**src/sv/sha256_pkg.sv**
```systemverilog
package sha256_pkg;

    typedef enum logic [2:0] {
        ST_IDLE,
        ST_PAD,
        ST_LEN,
        ST_ROUND,
        ST_FOLD,
        ST_EMIT
    } state_t;

    // what follows the compression now running
    typedef enum logic [1:0] {
        FIN_NONE,
        FIN_PAD,
        FIN_LEN,
        FIN_LAST
    } fin_t;

    typedef logic [31:0] word_t;

    localparam int unsigned ROUNDS     = 64;
    localparam int unsigned BLOCK_WORDS = 16;
    localparam int unsigned BLOCK_BYTES = 64;
    localparam int unsigned DIGEST_WORDS = 4;
    localparam logic [5:0]  LEN_START  = 6'd56;
    localparam logic [5:0]  LAST_BYTE  = 6'd63;
    localparam logic [5:0]  LAST_ROUND = 6'd63;
    localparam logic [1:0]  LAST_INDEX = 2'd3;
    localparam logic [7:0]  PAD_MARK   = 8'h80;
    localparam logic [63:0] BITS_PER_BYTE = 64'd8;

    localparam word_t ROUND_K [ROUNDS] = '{
        32'h428a2f98, 32'h71374491, 32'hb5c0fbcf, 32'he9b5dba5,
        32'h3956c25b, 32'h59f111f1, 32'h923f82a4, 32'hab1c5ed5,
        32'hd807aa98, 32'h12835b01, 32'h243185be, 32'h550c7dc3,
        32'h72be5d74, 32'h80deb1fe, 32'h9bdc06a7, 32'hc19bf174,
        32'he49b69c1, 32'hefbe4786, 32'h0fc19dc6, 32'h240ca1cc,
        32'h2de92c6f, 32'h4a7484aa, 32'h5cb0a9dc, 32'h76f988da,
        32'h983e5152, 32'ha831c66d, 32'hb00327c8, 32'hbf597fc7,
        32'hc6e00bf3, 32'hd5a79147, 32'h06ca6351, 32'h14292967,
        32'h27b70a85, 32'h2e1b2138, 32'h4d2c6dfc, 32'h53380d13,
        32'h650a7354, 32'h766a0abb, 32'h81c2c92e, 32'h92722c85,
        32'ha2bfe8a1, 32'ha81a664b, 32'hc24b8b70, 32'hc76c51a3,
        32'hd192e819, 32'hd6990624, 32'hf40e3585, 32'h106aa070,
        32'h19a4c116, 32'h1e376c08, 32'h2748774c, 32'h34b0bcb5,
        32'h391c0cb3, 32'h4ed8aa4a, 32'h5b9cca4f, 32'h682e6ff3,
        32'h748f82ee, 32'h78a5636f, 32'h84c87814, 32'h8cc70208,
        32'h90befffa, 32'ha4506ceb, 32'hbef9a3f7, 32'hc67178f2
    };

    localparam word_t INIT_HASH [8] = '{
        32'h6a09e667, 32'hbb67ae85, 32'h3c6ef372, 32'ha54ff53a,
        32'h510e527f, 32'h9b05688c, 32'h1f83d9ab, 32'h5be0cd19
    };

    function automatic word_t big_sigma0(input word_t x);
        big_sigma0 = {x[1:0], x[31:2]} ^ {x[12:0], x[31:13]} ^ {x[21:0], x[31:22]};
    endfunction

    function automatic word_t big_sigma1(input word_t x);
        big_sigma1 = {x[5:0], x[31:6]} ^ {x[10:0], x[31:11]} ^ {x[24:0], x[31:25]};
    endfunction

    function automatic word_t small_sigma0(input word_t x);
        small_sigma0 = {x[6:0], x[31:7]} ^ {x[17:0], x[31:18]} ^ {3'b000, x[31:3]};
    endfunction

    function automatic word_t small_sigma1(input word_t x);
        small_sigma1 = {x[16:0], x[31:17]} ^ {x[18:0], x[31:19]} ^ {10'd0, x[31:10]};
    endfunction

endpackage

```
**src/sv/sha256_byte_stream_hasher.sv**
```systemverilog
// SHA-256 over a byte stream, one byte per input transaction. The 64th byte of
// a block starts the compression: one round a cycle through a single shared
// round unit, 64 rounds and then a fold of the working variables into the hash,
// and in_stall stays high meanwhile. An end-of-message transaction adds a
// padding step and a compression, or a padding step, a length step and two
// compressions when 56 or more bytes sit in the final block, and then four
// digest transactions, 64 bits each with digest byte 0 in bits 63:56. The
// block takes no input until the fourth digest word has gone, then starts
// the next message from the initial hash.
module sha256_byte_stream_hasher (
    input  logic        clk,
    input  logic        rst_n,
    input  logic        in_valid,
    output logic        in_stall,
    input  logic [7:0]  data_byte,
    input  logic        byte_present,
    input  logic        end_of_message,
    output logic        out_valid,
    input  logic        out_stall,
    output logic [63:0] digest_word,
    output logic [1:0]  word_index,
    output logic        last_word
);
    import sha256_pkg::*;

    // sequencer
    state_t state_reg, state_next;
    fin_t   fin_reg, fin_next;

    // message position and length
    logic [5:0]  cnt_reg;
    logic [63:0] bitcnt_reg;
    logic [5:0]  rnd_reg;
    logic [1:0]  idx_reg;

    // 16-word window: block bytes while filling, message schedule while hashing
    word_t w_reg [BLOCK_WORDS];
    word_t hash_reg [8];
    word_t v_reg [8];

    logic in_accept;
    logic out_accept;
    logic block_full;
    logic start_round;

    word_t t1, t2, ch, maj, w_new;
    word_t pad_block [BLOCK_WORDS];

    assign in_accept  = in_valid && !in_stall;
    assign out_accept = out_valid && !out_stall;
    assign block_full = byte_present && (cnt_reg == LAST_BYTE);
    assign start_round = (state_next == ST_ROUND) && (state_reg != ST_ROUND);

    // next state
    always_comb
    begin
        state_next = state_reg;
        fin_next   = fin_reg;
        case (state_reg)
            ST_IDLE:
            begin
                if (in_accept)
                begin
                    if (block_full)
                    begin
                        // full block first, then padding if the message ends here
                        state_next = ST_ROUND;
                        fin_next   = end_of_message ? FIN_PAD : FIN_NONE;
                    end
                    else if (end_of_message)
                    begin
                        state_next = ST_PAD;
                    end
                end
            end
            ST_PAD:
            begin
                state_next = ST_ROUND;
                // no room for the length: it goes into an extra block
                fin_next   = (cnt_reg < LEN_START) ? FIN_LAST : FIN_LEN;
            end
            ST_LEN:
            begin
                state_next = ST_ROUND;
                fin_next   = FIN_LAST;
            end
            ST_ROUND:
            begin
                if (rnd_reg == LAST_ROUND)
                    state_next = ST_FOLD;
            end
            ST_FOLD:
            begin
                case (fin_reg)
                    FIN_PAD:  state_next = ST_PAD;
                    FIN_LEN:  state_next = ST_LEN;
                    FIN_LAST: state_next = ST_EMIT;
                    default:  state_next = ST_IDLE;
                endcase
            end
            ST_EMIT:
            begin
                if (out_accept && (idx_reg == LAST_INDEX))
                begin
                    state_next = ST_IDLE;
                    fin_next   = FIN_NONE;
                end
            end
            default:
            begin
                state_next = ST_IDLE;
                fin_next   = FIN_NONE;
            end
        endcase
    end

    // handshake outputs
    always_comb
    begin
        in_stall  = (state_reg != ST_IDLE);
        out_valid = (state_reg == ST_EMIT);
    end

    assign digest_word = {hash_reg[{idx_reg, 1'b0}], hash_reg[{idx_reg, 1'b1}]};
    assign word_index  = idx_reg;
    assign last_word   = (idx_reg == LAST_INDEX);

    // shared round unit
    always_comb
    begin
        ch    = (v_reg[4] & v_reg[5]) ^ (~v_reg[4] & v_reg[6]);
        maj   = (v_reg[0] & v_reg[1]) ^ (v_reg[0] & v_reg[2]) ^ (v_reg[1] & v_reg[2]);
        t1    = v_reg[7] + big_sigma1(v_reg[4]) + ch + ROUND_K[rnd_reg] + w_reg[0];
        t2    = big_sigma0(v_reg[0]) + maj;
        w_new = small_sigma1(w_reg[14]) + w_reg[9] + small_sigma0(w_reg[1]) + w_reg[0];
    end

    // padded block: message bytes kept below the count, 0x80 mark, zeros, bit length
    // in the last eight bytes when the count leaves room, else in an all-zero length block
    always_comb
    begin
        for (int i = 0; i < BLOCK_BYTES; i++)
        begin
            logic [7:0] b;
            b = 8'h00;
            if (state_reg == ST_PAD)
            begin
                if (6'(i) < cnt_reg)
                    b = w_reg[i / 4][8 * (3 - (i % 4)) +: 8];
                else if (6'(i) == cnt_reg)
                    b = PAD_MARK;
            end
            if ((i >= 56) && ((state_reg == ST_LEN) || (cnt_reg < LEN_START)))
                b = bitcnt_reg[8 * (7 - (i % 8)) +: 8];
            pad_block[i / 4][8 * (3 - (i % 4)) +: 8] = b;
        end
    end

    // control registers
    always_ff @(posedge clk or negedge rst_n)
    begin
        if (!rst_n)
        begin
            state_reg  <= ST_IDLE;
            fin_reg    <= FIN_NONE;
            cnt_reg    <= '0;
            bitcnt_reg <= '0;
            rnd_reg    <= '0;
            idx_reg    <= '0;
            for (int i = 0; i < 8; i++)
                hash_reg[i] <= INIT_HASH[i];
        end
        else
        begin
            state_reg <= state_next;
            fin_reg   <= fin_next;
            if (in_accept && byte_present)
            begin
                cnt_reg    <= cnt_reg + 6'd1;
                bitcnt_reg <= bitcnt_reg + BITS_PER_BYTE;
            end
            if (state_reg == ST_ROUND)
                rnd_reg <= rnd_reg + 6'd1;
            else
                rnd_reg <= '0;
            if (state_reg == ST_FOLD)
            begin
                for (int i = 0; i < 8; i++)
                    hash_reg[i] <= hash_reg[i] + v_reg[i];
            end
            if (out_accept)
            begin
                idx_reg <= idx_reg + 2'd1;
                if (idx_reg == LAST_INDEX)
                begin
                    // back to the initial state for the next message
                    cnt_reg    <= '0;
                    bitcnt_reg <= '0;
                    for (int i = 0; i < 8; i++)
                        hash_reg[i] <= INIT_HASH[i];
                end
            end
        end
    end

    // window and working variables
    always_ff @(posedge clk)
    begin
        if (in_accept && byte_present)
            w_reg[cnt_reg[5:2]][{~cnt_reg[1:0], 3'b000} +: 8] <= data_byte;
        else if (state_reg inside {ST_PAD, ST_LEN})
        begin
            for (int i = 0; i < BLOCK_WORDS; i++)
                w_reg[i] <= pad_block[i];
        end
        else if (state_reg == ST_ROUND)
        begin
            for (int i = 0; i < BLOCK_WORDS - 1; i++)
                w_reg[i] <= w_reg[i + 1];
            w_reg[BLOCK_WORDS - 1] <= w_new;
        end

        if (start_round)
        begin
            for (int i = 0; i < 8; i++)
                v_reg[i] <= hash_reg[i];
        end
        else if (state_reg == ST_ROUND)
        begin
            v_reg[7] <= v_reg[6];
            v_reg[6] <= v_reg[5];
            v_reg[5] <= v_reg[4];
            v_reg[4] <= v_reg[3] + t1;
            v_reg[3] <= v_reg[2];
            v_reg[2] <= v_reg[1];
            v_reg[1] <= v_reg[0];
            v_reg[0] <= t1 + t2;
        end
    end

    // no input transaction while digest words are pending
    a_emit_blocks_input: assert property (@(posedge clk) disable iff (!rst_n)
        out_valid |-> in_stall)
        else $error("input taken while digest pending");

    // the round counter ends a compression after exactly 64 rounds
    a_round_count: assert property (@(posedge clk) disable iff (!rst_n)
        (state_reg == ST_ROUND && rnd_reg == LAST_ROUND) |=> (state_reg == ST_FOLD))
        else $error("compression did not end after the last round");

    // an end-of-message transaction always starts the finishing sequence
    a_end_busy: assert property (@(posedge clk) disable iff (!rst_n)
        (in_accept && end_of_message) |=> in_stall)
        else $error("end of message did not start finishing");

    // the last digest word closes the message
    a_last_word_done: assert property (@(posedge clk) disable iff (!rst_n)
        (out_accept && last_word) |=> (!out_valid && cnt_reg == '0 && bitcnt_reg == '0))
        else $error("state not restarted after last digest word");

endmodule

```
**config.mk**
```make
export PLATFORM = sky130hd
export DESIGN_NAME = sha256_byte_stream_hasher
export DESIGN_NICKNAME = d
export VERILOG_FILES = /design/src/sv/sha256_pkg.sv /design/src/sv/sha256_byte_stream_hasher.sv
export SDC_FILE = /design/constraint.sdc
export NUM_CORES = 2
export LEC_CHECK = 0
export BUFFER_PORTS_ARGS = -buffer_cell sky130_fd_sc_hd__buf_4
export CORE_MARGIN = 2
export CORE_UTILIZATION = 30
export DETAILED_ROUTE_END_ITERATION = 8
export PLACE_DENSITY = 0.49
export SKIP_CTS_REPAIR_TIMING = 1
export SYNTH_ARGS = -nofsm -noshare
export SYNTH_HDL_FRONTEND = slang
export SYNTH_SLANG_ARGS = --single-unit
```
**constraint.sdc**
```tcl
create_clock -name clk -period 20.5 [get_ports clk]
set_input_delay 0 -clock clk [delete_from_list [all_inputs] [get_ports clk]]
set_output_delay 0 -clock clk [all_outputs]
set_load 0.01 [all_outputs]
```
Word level (Yosys, flattened, before mapping)
Memories as Yosys holds them, arrays and structs flattened.
Cells that the tools add are included.
{"block": "word_totals", "input_bits": 14, "output_inout_bits": 69, "elab_cells": 523, "rom_bits": 2048, "ramBits": 768, "memories": 3, "reg_bits": 339}
{"block": "op_classes", "magnitude_cmp": 68, "bitwise_logic": 46, "reduce_logical": 17, "shift": 2, "addsub": 23, "muxes": 271, "eq_ne": 79}
{"name": "(name not given)", "depth": 64, "width": 32, "rd": 1, "rd_clocked_by_memory_dff": 0, "write_ports": 0, "line_no": "sha256_byte_stream_hasher.sv:133", "rtl": "t1 = v_reg[7] + big_sigma1(v_reg[4]) + ch + ROUND_K[rnd_reg] + w_reg[0];"}
{"name": "w_reg", "depth": 16, "width": 32, "rd": 16, "rd_clocked_by_memory_dff": 0, "write_ports": 16, "line_no": "sha256_byte_stream_hasher.sv:37", "rtl": "word_t w_reg [BLOCK_WORDS];"}
{"name": "v_reg", "depth": 8, "width": 32, "rd": 8, "rd_clocked_by_memory_dff": 0, "write_ports": 8, "line_no": "sha256_byte_stream_hasher.sv:39", "rtl": "word_t v_reg [8];"}
{"cell": "$mux W8", "n": 200}
{"cell": "$mux W32", "n": 33}
{"cell": "$mux W256", "n": 3}
{"cell": "$add A32 B32 Y32", "n": 18}
{"cell": "$xor A32 B32 Y32", "n": 9}
{"cell": "$bmux W32 S3", "n": 2}
{"cell": "$eq A6 B6 Y1 const A", "n": 32}
{"cell": "$lt A6 B6 Y1 const A", "n": 32}
{"cell": "$mux W64", "n": 3}
{"cell": "$and A32 B32 Y32", "n": 5}
{"cell": "$eq A5 B6 Y1 const A", "n": 16}
{"cell": "$lt A5 B6 Y1 const A", "n": 16}
{"cell": "$add A64 B4 Y64 const B", "n": 1}
{"cell": "$eq A4 B6 Y1 const A", "n": 8}
{"cell": "$lt A4 B6 Y1 const A", "n": 8}
{"cell": "$not A32 Y32", "n": 1}
{"cell": "$reduce_or A32 Y1", "n": 1}
{"cell": "$shift A8 B7 Y32 const A", "n": 1}
{"cell": "$shiftx A8 B7 Y32", "n": 1}
{"cell": "$xor A32 B22 Y32", "n": 1}
{"cell": "$xor A32 B29 Y32", "n": 1}
{"cell": "$eq A3 B6 Y1 const A", "n": 4}
{"cell": "$lt A3 B6 Y1 const A", "n": 4}
{"cell": "$mux W6", "n": 4}
{"cell": "40 further kinds", "n": 102}

Longest topological paths before layout
{"block": "logic_depth", "word_depth": 10, "ltp_mapped": 42, "mapped_depth_nobuf": 40}

Least setup slack after synthesis
No wires, ideal clock.
{"block": "synth_path", "path_kind": "flip-flop to flip-flop", "start": "reg rnd_reg[0]", "end": "mem v_reg[0][28] (netlist name) (data pin)", "arrival_ns": 8.431, "setup_time_ns": 0.267, "period_less_slack_ns": 8.698, "slack_ns": 11.802, "t_required_ns": 20.233, "stages_incl_launch_ff": 41, "path_buffers": 2, "path_cell_list": "dfrtp_1 > clkbuf_1 > inv_1 > ha_1 > or2_2 > clkbuf_1 > a21oi_1 > a21oi_1 > a211oi_1 > a21oi_1 > fa_1 > inv_1 > fa_1 > fa_1 > inv_1 > ha_1 > fa_1 > a211oi_1 > (+5 left out) > o21a_1 > nor2_1 > xnor2_1 > inv_1 > fa_1 > inv_1 > ha_1 > a21oi_1 > o221ai_1 > a21o_1 > or3_1 > a211oi_1 > nor2_1 > a31o_2 > a21oi_1 > nor2b_1 > xor2_1 > o21ai_0"}
{"element": "start, declared", "line_no": "sha256_byte_stream_hasher.sv:33", "rtl": "logic [5:0] rnd_reg;"}
{"element": "start signal, assigned", "line_no": "sha256_byte_stream_hasher.sv:183", "rtl": "rnd_reg <= rnd_reg + 6'd1;"}
{"element": "end, declared", "line_no": "sha256_byte_stream_hasher.sv:39"}

==> impl_metrics.csv <==
group,metric,value,unit
status,status,"complete, no violations",
place,post-dp-hpwl,211000,um
synthesis,yosysMostFrequentCell,"nand2_1",
route,viasPerCell,5.43,
sta,rsz0062_at_grt,"no",
clocking,clockBufferDepth,3,
synthesis,postSynthAreaPerCell,9.82,um^2
floorplan,num_io_pins,83,
clocking,cts_buffers,139,
global_route,grt_max_degree,235,
synthesis,ys_top_cells_by_count,"nand2_1 (1,193), edfxtp_1 (768), a21o_1 (602)",
route,drt_pre_antenna_iters,6,
floorplan,die_area,255000,um^2
layout,drive_gt1_frac,0.0912,
synthesis,synth_async_sr_flop_share,0.304,
synthesis,synth_nets,8274,
setup_path,critPathCaptureType,"flip-flop",
clocking,htreeDepth,4,
setup_path,critPathMaxStageDelay,0.81,ns
layout,utilization,0.337,
global_route,overflow,0,
floorplan,rows,183,
clocking,cts.sinks,1104,
synthesis,synth_cells,7669,
route,ant_nets,0,
sta,min_period,10.41,ns
route,wl,286000,um
floorplan,die_y,505,um
place,portBuffers,82,
floorplan,die_width,505,um
global_route,grt.total_usage,0.218,
synthesis,ys_top_cells_by_area,"edfxtp_1 (31%), dfrtp_1 (6.6%), ha_1 (6.6%)",
synthesis,synth_edf_count,768,
sta,finClkSkew,0.0458,ns
sta,relSlewSlack,0.150,
sta,setup-tns-final,0,ns
place,gp_congestion,0.932,
global_route,grt_pass1_vias,58500,
synthesis,ys_types,97,
layout,largest_reg_flops,512,
hold_path,min_path_type,"input pin to flip-flop",
clocking,clk_pin_slew_worst_paths,0.07,ns
global_route,grt_first_pass_wirelength,412000,um
route,vias,59600,
job,max-cap-violations,0,
sta,hold_violations,0,
synthesis,synth_seq_cells,1104,
synthesis,yosys.area.top_type,"edfxtp_1",
synthesis,synth_ff_type,"edfxtp_1",
layout,syn_to_final_growth,11.5,%
route,wl_per_cell,26.0,um
floorplan,core,249000,um^2
sta,fin_crit_sh,0.508,
setup_path,required,21.14,ns
sta,fin_hold_ws,0.0543,ns
setup_path,arrival,11.05,ns
sta,finalSetupViolCount,0,
setup_path,crit_fanout,22,
setup_path,criticalPathCategory,"flip-flop to flip-flop",
global_route,antenna_found_initial,10,
synthesis,synth_top_area_frac,0.306,
layout,fin_nets,8135,
sta,max_freq,0.0961,GHz
route,drcViolationCount,0,
setup_path,crit_slowest_cell,"ha_1",
synthesis,syn-cell-area,75300,um^2
synthesis,yosys_warnings,0,
clocking,root_buffer,"clkbuf_16",
sta,worstMarginPinSlew,1.27,ns
sta,drv_slew,0,
synthesis,ys_seq_area_frac,0.420,
route,drtIter0Drc,5978,
setup_path,critPathLaunchType,"flip-flop",
clocking,clock_latency,0.83,ns
floorplan,start_util,0.302,
clocking,cts_tree,"done",
## final timing paths
| check | startpoint | to | slack (ns) | depth (start not counted) |
|---|---|---|---|---|
| worst max-delay path | rnd_reg[0] | v_reg[0][31] | 10.09 | 37 |
| worst min-delay path | data_byte[3] | w_reg[5][27] | 0.05 | 4 |
| worst max register to register | rnd_reg[0] | v_reg[0][31] | 10.09 | 37 |
| worst min register to register | w_reg[7][9] | w_reg[6][9] | 0.51 | 1 |
| max in group asynchronous | rst_n | rnd_reg[2] | 18.60 | 4 |
| min in group asynchronous | rst_n | hash_reg[230] | 0.10 | 2 |
## cell type report
type                    count  area, um^2
clock buffers             188        3820
clock inverters            67         827
multi-input cells        5754       40700
repair buffers            194        1570
diodes                      4        10.0
flip-flops and latches   1104       31700
well taps                3330        4170
fillers                 25400      165000
inverters                 337        1260
## metal layers
metal	track usage	up-vias	wire length, um	part of all wire
met1	0.295	29900	126000	0.44
met3	0.0287	476	16400	0.057
met4	0.0887	0	12900	0.045
met5	0	-	0	0
met2	0.350	2082	131000	0.46
li1	-	27100	-	-
## worst max-delay path: cells and delay by family, from the launching register on
kind	cells	cell delay (ns)
simple gates	5	1.00
buf+inv	6	0.82
compound gates	16	3.65
xor+xnor	2	0.54
fa+ha+maj	8	3.88
flops	1	0.33
## cells by family after synthesis
family | synth area share
adders and majority gates | 0.118
and+or+nand+nor | 0.126
xor gates and xnor gates | 0.0730
AOI/OAI and AO/OA | 0.193
muxes | 0.0294
buffers and inverters | 0.0404
DFF | 0.420
## metrics by stage
stage          cells  cell area (um^2)  setup slack, ns
3_3_place_gp   10700             79200            10.11
3_5_place_dp   10700             79200            10.12
2_1_floorplan   7669             75300            11.80
4_1_cts        11000             83900            10.09
5_1_grt        11000             84000             9.37
6_report       11000             84000            10.09
## cell usage in the layout (no fill, tap or decap), types with 28 or more instances in the layout
| cell type | n |
|---|---|
| inv_1 | 336 |
| buf_4 | 179 |
| mux2i_1 | 31 |
| edfxtp_1 | 768 |
| and3_1 | 60 |
| xnor2_1 | 401 |
| o21a_1 | 50 |
| dfstp_2 | 136 |
| or3_1 | 47 |
| ha_1 | 396 |
| nand3_1 | 157 |
| fa_1 | 195 |
| clkbuf_1 | 35 |
| o211ai_1 | 109 |
| o21ai_0 | 443 |
| a221o_1 | 68 |
| a21oi_1 | 599 |
| mux4_2 | 71 |
| nor2b_1 | 57 |
| dfrtp_1 | 194 |
| nand4_1 | 28 |
| a211oi_1 | 65 |
| nand2_1 | 1190 |
| nor2_1 | 349 |
| clkbuf_16 | 141 |
| a21o_1 | 602 |
| xor2_1 | 224 |
| nand2b_1 | 52 |
| nor3_1 | 81 |
| a31oi_1 | 53 |
| and2_1 | 44 |
| o21bai_1 | 37 |
Power is left out: the tool's default activity adds up to more than one toggle a clock period on the data nets, which glitch-free logic cannot reach.
